**src/rtl/msit_pkg.sv**
```systemverilog
// Package for the multi-slot interval timer: operation and status codes,
// controller state type and default sizes. No dependencies.
`timescale 1ns / 1ps
package msit_pkg;
  localparam int SLOTS_DEF = 16;
  localparam int TIME_BITS_DEF = 32;
  localparam int RUN_BITS_DEF = 16;
  localparam int MAX_RESULTS = 16;

  typedef enum logic [3:0] {
    OP_SETUP = 4'd0, OP_DELETE = 4'd1, OP_CHANGE = 4'd2, OP_RESTART = 4'd3,
    OP_ENABLE = 4'd4, OP_DISABLE = 4'd5, OP_TOGGLE = 4'd6, OP_EN_ALL = 4'd7,
    OP_DIS_ALL = 4'd8, OP_TICK = 4'd9
  } op_t;

  localparam logic [1:0] ST_OK = 2'd0;
  localparam logic [1:0] ST_FULL = 2'd1;
  localparam logic [1:0] ST_BAD = 2'd2;
  localparam logic [1:0] ST_IDLE_TICK = 2'd3;

  typedef enum logic [2:0] {
    S_IDLE, S_OP, S_EXAM, S_DIV, S_UPD, S_OUT, S_FINAL
  } state_t;

  typedef struct packed {
    logic       load;       // capture input item
    logic       do_op;      // apply non-tick operation
    logic       div_start;  // launch divider
    logic       upd;        // commit tick result of slot
    logic       next_slot;  // advance scan pointer
    logic       emit;       // present the next recorded fire
    logic       final_load; // present the nothing-fired tick result
  } cmd_t;

  typedef struct packed {
    logic       is_tick;
    logic       scan_done;
    logic       expired;
    logic       need_div;
    logic       div_done;
    logic       any_fired;
    logic       emit_last;
    logic       out_busy;
  } sts_t;
endpackage

```
**src/rtl/msit_ctrl.sv**
```systemverilog
// Controller state machine for the timer block.
// Depends on msit_pkg.
`timescale 1ns / 1ps
module msit_ctrl (
  input  logic          clk,
  input  logic          rst,
  input  logic          in_valid,
  output logic          in_ready,
  input  msit_pkg::sts_t sts,
  output msit_pkg::cmd_t cmd
);
  import msit_pkg::*;
  state_t state, state_next;

  always_ff @(posedge clk) begin
    if (rst) begin
      state <= S_IDLE;
    end else begin
      state <= state_next;
    end
  end

  always_comb begin
    state_next = state;
    cmd = '0;
    in_ready = 1'b0;
    case (state)
      S_IDLE: begin
        in_ready = 1'b1;
        if (in_valid) begin
          cmd.load = 1'b1;
          state_next = S_OP;
        end
      end
      S_OP: begin
        if (sts.is_tick) begin
          state_next = S_EXAM;
        end else if (!sts.out_busy) begin
          cmd.do_op = 1'b1;
          state_next = S_IDLE;
        end
      end
      S_EXAM: begin
        if (sts.scan_done) begin
          state_next = sts.any_fired ? S_OUT : S_FINAL;
        end else if (!sts.expired) begin
          cmd.next_slot = 1'b1;
        end else if (sts.need_div) begin
          cmd.div_start = 1'b1;
          state_next = S_DIV;
        end else begin
          state_next = S_UPD;
        end
      end
      S_DIV: begin
        if (sts.div_done) begin
          state_next = S_UPD;
        end
      end
      S_UPD: begin
        cmd.upd = 1'b1;
        cmd.next_slot = 1'b1;
        state_next = S_EXAM;
      end
      S_OUT: begin
        if (!sts.out_busy) begin
          cmd.emit = 1'b1;
          if (sts.emit_last) begin
            state_next = S_IDLE;
          end
        end
      end
      S_FINAL: begin
        if (!sts.out_busy) begin
          cmd.final_load = 1'b1;
          state_next = S_IDLE;
        end
      end
      default: state_next = S_IDLE;
    endcase
  end
endmodule

```
**config.mk**
```make
export PLATFORM = sky130hd
export DESIGN_NAME = msit_ctrl
export DESIGN_NICKNAME = d
export VERILOG_FILES = /design/src/rtl/msit_pkg.sv /design/src/rtl/msit_ctrl.sv
export SDC_FILE = /design/constraint.sdc
export NUM_CORES = 1
export LEC_CHECK = 0
export ABC_CLOCK_PERIOD_IN_PS = 1150
export BUFFER_PORTS_ARGS = -buffer_cell sky130_fd_sc_hd__buf_2
export CAP_MARGIN = 20
export CORE_AREA = 2 2 39 41
export DETAILED_ROUTE_END_ITERATION = 6
export DIE_AREA = 0 0 41 43
export PLACE_DENSITY = 0.53
export SLEW_MARGIN = 20
export SYNTH_ARGS = -nofsm -noshare
export SYNTH_HDL_FRONTEND = slang
export SYNTH_SLANG_ARGS = --single-unit
export TNS_END_PERCENT = 10
```
**constraint.sdc**
```tcl
create_clock -name clk -period 1.15 [get_ports clk]
set_input_delay 0.0575 -clock clk [delete_from_list [all_inputs] [get_ports clk]]
set_output_delay 0.0575 -clock clk [all_outputs]
set_load 0.03 [all_outputs]
```
==> Word-level counts from Yosys, hierarchy flattened <==
Index checks and enable logic that the tools add are counted.
Widths: inputs -> output; s select.
{ "totals": {"wordCells": 41, "out_inout_bits": 8, "regBits": 3, "input_bits": 11} }
{ "op_classes": {"n_eq_ne": 11, "n_reduce_logical": 2, "n_mux": 27} }
{ "ops": {"columns": ["op", "n"], "rows": [
  ["$mux 3", 9],
  ["$pmux 3 s7", 1],
  ["$mux 1", 15],
  ["$eq 3x3->1 const B", 3],
  ["$ne 2x2->1 const B", 4],
  ["$eq 3x2->1 const B", 2],
  ["$reduce_and 5->1", 1],
  ["$eq 3x1->1 const B", 1],
  ["$logic_not 3->1", 1],
  ["$ne 3x3->1 const B", 1],
  ["$mux 2", 1],
  ["$pmux 1 s2", 1]
]} }

==> Longest topological paths before layout <==
Gate-level depths: netlist of run 1.
{ "logic_depth": {"depth_word": 4, "mapped_depth": 5, "mapped_depth_nobuf": 4} }

==> Least setup slack after synthesis of run 1 <==
OpenSTA, ideal clock, no wires.
{ "synth_timing": {"path_type": "reg-to-output", "startpoint": "register state[2]", "endpoint": "output cmd[6] (netlist name)", "n_path_buf": 1, "stages_incl_launch_ff": 4, "arrival_time_ns": 1.621, "slack_ns": -0.529, "path_cell_list": "dfxtp_1 > buf_4 > nor3_1 > and2_1"} }
{ "synth_lines": {"columns": ["item", "line_no", "text"], "rows": [
  ["from (decl)", "msit_ctrl.sv:13", "state_t state, state_next;"],
  ["from (signal assigned)", "msit_ctrl.sv:19", "state <= state_next;"],
  ["to (decl)", "msit_ctrl.sv:10", "output msit_pkg::cmd_t cmd"]
]} }

==> metrics, run 1 <==
status complete, but fails checks; failing checks negative setup slack; mux contribution to synthesized area 0; Design Area, Final 699.4 um2; synthesized area 361.6 um2; switching power share of the total 0.3438; WP depth 5; CP Data Arrival Time 1.24 ns; Max stage delay cell, worst path dfxtp_2; Final #Nets 95; share of layout cells above drive strength 1 0.6145; critical path type flip-flop to primary output; Synth Area in Adders 0; Clock power frac 0.359; dpl ws -0.09273 ns; Sink Count 3; Final Power 0.0005307 W; CTS tree done; internal power 0.0003483 W; DP Cell Count 94; Area growth syn-to-layout 93.43%; Starting Density 0.2613; P_leak 0.2995 nW; most frequent CP cell buf_6; WL final 1.222 mm; Total GRT Usage 0.1426; sequential share of power 0.220; Power per Cell Area 758.8 nW/um2; fmax 768.8 MHz; Final Max Slew Viols 0; crit path from state[0]$_SDFFE_PP0P_; Max-slew headroom 0.8352; CP Max Fanout 4; Mapped Cells 52; drt via density 5.202; final hold violations 0; WP buf/inv 3; Setup TNS Final -0.8975 ns; family with the most delay on the worst path buffers and inverters; Max-Cap Viols 0; standard-cell rows 14; Root Buffer clkbuf_4; yosys warns 0; Die Span Y 43 um; max reg flops 3; GRT overflow 0; combinational share of power 0.421; die area 1763 um2; Synthesized Nets 63; data required time at the worst endpoint 1.09 ns; placed cell area 553.0 um2; fin crit share 1.131; Worst setup SP type flip-flop; sequential element share of the synthesized area 0.1661; routability cong. 0.9053; first-pass GRT wire length 1.738 mm; main combinational cell family by area after synthesis simple AND/OR/NAND/NOR gates; Synth Area in Simple Gates 0.4706; HP Class input pin to flip-flop; Worst VDD drop 0.0003971 V; port bufs 18; 1st-iter DRT viols 7; initial antenna violation count 0; DP HPWL 871.4 um; DRC 0; fin crit period 1.301 ns; Top Ports 19; Post-Synth XOR/XNOR Area 0; RSZ-0062 raised after global routing yes; Synth Area per Inst 6.954 um2; CP Cell Sequence buf_6, buf_6, nor3_4, and2_4, buf_6; worst skew pair latency 0.24 ns; drt wl/cell 12.34 um; n_diodes 0; vias in the first global route 405; Die X 41 um; CTS max path bufs 2; crit path capture type primary output; most frequent cells in the layout buf_2 (11), buf_4 (11), buf_6 (8); pin count of the biggest net entering global routing 11; Reg clk slew, reported paths 0.04 ns; reg2reg end state[2]$_SDFFE_PP0P_; biggest regs state x3; Post-Route Skew 0.005479 ns; CP Capture Point cmd[6]; Reg2Reg Setup Slack -0.04 ns; Yosys reg bits 3; Core ar. 1384 um2; Synth Area in Compound Gates 0.2595; Via Count 515; CP max stage delay 0.33 ns; Cell variety after synth 26; RR Startpoint state[1]$_SDFFE_PP0P_; Largest Register state; FF-to-FF path depth 3; final cell count without fillers 99; final setup fails 10; Final WS setup -0.1506 ns; TritonCTS Buffers 3; NetSw 0.0001824 W; first-pass iteration count of the detailed router 4; Slew @ Worst Pin 0.2452 ns; DRT antenna net count 0; H-tree depth 1
[stage by stage]
step,util,hold WS (ns)
after CTS,0.4801,0.01957
after detailed placement,0.3996,0.2758
after floorplan,-,0.1266
final,0.5054,0.03322
after global placement,0.3996,0.2709
after global routing,0.5054,0.03779
[worst min-delay path by stage]
| stage | slack [ns] | startpoint | to | cells after the start |
|---|---|---|---|---|
| global placement | 0.27 | rst | state[1]$_SDFFE_PP0P_ | 2 |
| detailed placement | 0.28 | rst | state[1]$_SDFFE_PP0P_ | 2 |
| floorplan | 0.13 | rst | state[0]$_SDFFE_PP0P_ | 1 |
| CTS | 0.02 | rst | state[1]$_SDFFE_PP0P_ | 2 |
| global route | 0.04 | rst | state[0]$_SDFFE_PP0P_ | 2 |
| finish | 0.03 | rst | state[1]$_SDFFE_PP0P_ | 2 |
[power groups by stage]
stage | registers (W) | clock network, W | logic, W
after floorplan | 0.000115 | 0 | 0.000111
after CTS | 0.000116 | 0.000192 | 0.000214
final | 0.000117 | 0.000191 | 0.000223
after global placement | 0.000117 | 0 | 0.000184
after global routing | 0.000118 | 0.000201 | 0.000239
after detailed placement | 0.000117 | 0 | 0.000182
[cells in the mapped netlist, drive strengths merged]
| cell | number | area, um2 |
|---|---|---|
| a31oi | 1 | 6.260 |
| nand2b | 6 | 37.54 |
| o2111a | 1 | 11.26 |
| buf | 3 | 23.77 |
| o32ai | 1 | 8.760 |
| o21ai | 3 | 15.01 |
| nand2 | 1 | 3.750 |
| and3 | 1 | 6.260 |
| nor4 | 1 | 6.260 |
| a21oi | 6 | 30.03 |
| or4b | 1 | 10.01 |
| or3 | 1 | 6.260 |
| dfxtp | 3 | 60.06 |
| nor2b | 2 | 12.51 |
| nor2 | 5 | 18.77 |
| o22ai | 1 | 6.260 |
| and2 | 1 | 6.260 |
| inv | 3 | 13.77 |
| nor3b | 3 | 22.52 |
| o41ai | 1 | 16.27 |
| nor3 | 7 | 40.04 |
[timing repair]
item	CTS	global route
gates cloned	0	0
setup endpoints to repair	11	11
hold buffers	0	0
buffers inserted	1	0
resized for setup	23	8
pin swaps	4	2
[cell type report]
| class | count | area, um2 |
|---|---|---|
| clock buffer | 4 | 26.28 |
| inverter | 3 | 13.76 |
| sequential | 3 | 66.31 |
| multi-input combinational | 43 | 345.3 |
| fill | 141 | 684.4 |
| timing repair buffer | 30 | 227.7 |
| tap | 16 | 20.02 |
[worst register-to-register path, delay by kind of cell (launching register included)]
kind / cells / cell delay (ns)
AOI/OAI and AO/OA: 1 / 0.06
DFF: 1 / 0.32
and+or+nand+nor: 2 / 0.71
[routing by layer]
layer	GRT usage	wire length, um
met5	0	0
met4	0.06000	15
met3	0	123
met2	0.2219	597
met1	0.1994	486
[kinds of logic (layout without fill, tap and decap cells)]
logic type             Yosys count  after routing
AO/OA/AOI/OAI                   14             14
AND/OR/NAND/NOR                 29             29
flip-flops                       3              3
buffers and inverters            6             37
Note: power is estimated with default switching activity, not from simulation.
==> inputs of run 2 (changes only) <==
BUFFER_PORTS_ARGS = unset   (was -buffer_cell sky130_fd_sc_hd__buf_2)
CELL_PAD_IN_SITES_DETAIL_PLACEMENT = 0   (was unset)
CELL_PAD_IN_SITES_GLOBAL_PLACEMENT = 1   (was unset)
DONT_BUFFER_PORTS = 1   (was unset)
PLACE_DENSITY = 0.55   (was 0.53)
==> run 2 against run 1 <==
  * The flow still finishes with violations (negative setup slack)
  * Critical path type unchanged
  * Via count shrank 3.1%
  * Setup slack lost 0.022 ns
  * Final area grew 4.7%
  * Sequential cell count is the same
  * Power grew 2.5%
  * Non-clock buffer count shrank 4
  * First-iteration DRC count is the same
  * Maximum frequency shrank 1.7%
  * Largest cell class unchanged
  * Clock power shrank 4%
  * Cell count shrank 4.0%
  * Clock skew shrank 0.0039 ns
  * Combinational power grew 8%
==> metrics, run 2 (synthesis results as in run 1) <==
status complete, but fails checks; failing checks negative setup slack; Worst setup SP type flip-flop; die area 1763 um2; H-tree depth 1; fin crit share 1.150; HP Class input pin to flip-flop; drt wl/cell 13.36 um; Top Ports 19; Final #Nets 91; Area growth syn-to-layout 102.4%; CTS max path bufs 2; register area 68.82 um2; TritonCTS Buffers 3; placed cell area 558.0 um2; WL final 1.269 mm; CTS tree done; fin crit period 1.323 ns; Via Count 499; Worst VDD drop 0.0003485 V; Design Area, Final 732.0 um2; Multi-input gate area 359.1 um2; GRT overflow 0; Post-Route Skew 0.001588 ns; final setup fails 9; Sink Count 3; n_diodes 0; Largest Register state; Slew @ Worst Pin 0.2518 ns; Total GRT Usage 0.1555; first-pass iteration count of the detailed router 4; P_leak 0.2973 nW; Max-slew headroom 0.8308; Max-Cap Viols 0; hold depth 2; port bufs 0; DRT antenna net count 0; Final Max Slew Viols 0; worst skew pair latency 0.23 ns; Hold Startpoint rst; commonest non-fill, non-tap cell in the layout buf_4; FF-to-FF path depth 6; routability cong. 0.8148; Reg clk slew, reported paths 0.04 ns; Root Buffer clkbuf_4; pin count of the biggest net entering global routing 11; Die Span Y 43 um; 1st-iter DRT viols 7; crit path capture type primary output; Power per Cell Area 743.3 nW/um2; Reg2Reg Setup Slack -0.11 ns; biggest regs state x3; vias in the first global route 477; drt via density 5.253; data required time at the worst endpoint 1.09 ns; initial antenna violation count 0; DP HPWL 954.6 um; filler instances 135; Core ar. 1384 um2; RR Startpoint state[0]$_SDFFE_PP0P_; Starting Density 0.2613; CP Max Fanout 4; first-pass GRT wire length 1.883 mm; max reg flops 3; RSZ-0062 raised after global routing yes; CP Data Arrival Time 1.27 ns; Final Power 0.0005440 W; crit path from state[0]$_SDFFE_PP0P_; Final WS setup -0.1728 ns; critical path type flip-flop to primary output; reg2reg end state[1]$_SDFFE_PP0P_; Die X 41 um; fmax 756.0 MHz; most frequent cells in the layout buf_4 (16), buf_6 (7), a21oi_1 (5); standard-cell rows 14; CP Capture Point cmd[6]; DRC 0; final hold violations 0; share of layout cells above drive strength 1 0.6203
[run 2: changes by cell type in the layout (fill, tap and decap cells not counted), moves of 2 or more]
| cell | change |
|---|---|
| buf_2 | -11 |
| buf_4 | +5 |
| nor2_1 | -2 |
| o21ai_1 | -2 |
[run 2: what timing repair did]
item / CTS / global route
setup endpoints to repair: 11 / 11
hold buffers: 1 / 0
gates resized for setup: 10 / 19
pin swaps: 3 / 6
hold endpoints to repair: 3 / 0
buffers inserted: 2 / 1
[run 2: how the worst min path moves through the flow]
stage | endpoint | slack (ns)
detailed placement | state[1]$_SDFFE_PP0P_ | 0.13
global route | state[2]$_SDFFE_PP0P_ | 0.04
finish | state[2]$_SDFFE_PP0P_ | 0.03
global placement | state[1]$_SDFFE_PP0P_ | 0.13
CTS | state[2]$_SDFFE_PP0P_ | 0.03
floorplan | state[0]$_SDFFE_PP0P_ | 0.13
[run 2: critical path, stage by stage (launching register included)]
cell	delay, ns
dfxtp_4	0.36
buf_12	0.13
buf_8	0.11
nor3_4	0.16
and2_4	0.16
buf_6	0.12
[run 2: where the power goes]
part | switching [W] | internal, W | leakage, nW
registers | 0.0000108 | 0.000109 | 0.0264
logic | 0.000111 | 0.000130 | 0.256
clock network | 0.0000531 | 0.000130 | 0.0150
total | 0.000175 | 0.000369 | 0.297
[run 2: final cells by class]
class                   count  share of cell area
clock buffers               4             0.03590
inverters                   3             0.01880
multi-input cells          43              0.4906
flip-flops and latches      3             0.09402
well taps                  16             0.02735
repair buffers             26              0.3333
[run 2: metrics by stage]
stage / instances / setup TNS [ns] / util / setup WS, ns / hold slack [ns]
floorplan: 52 / -0.4404 / - / -0.1855 / 0.1266
global placement: 87 / -0.2527 / 0.4033 / -0.08725 / 0.1299
global route: 95 / -1.414 / 0.5289 / -0.2224 / 0.03983
CTS: 94 / -1.404 / 0.4629 / -0.1844 / 0.02596
detailed placement: 87 / -0.2159 / 0.4033 / -0.08535 / 0.1314
finish: 95 / -0.8683 / 0.5289 / -0.1728 / 0.02627
[run 2: layer usage]
layer | track usage | up-vias | wire, um
met5 | 0 | - | 0
met4 | 0.08000 | 0 | 31
met3 | 0.02618 | 4 | 79
met2 | 0.2375 | 17 | 649
met1 | 0.1987 | 233 | 509
li1 | - | 245 | -
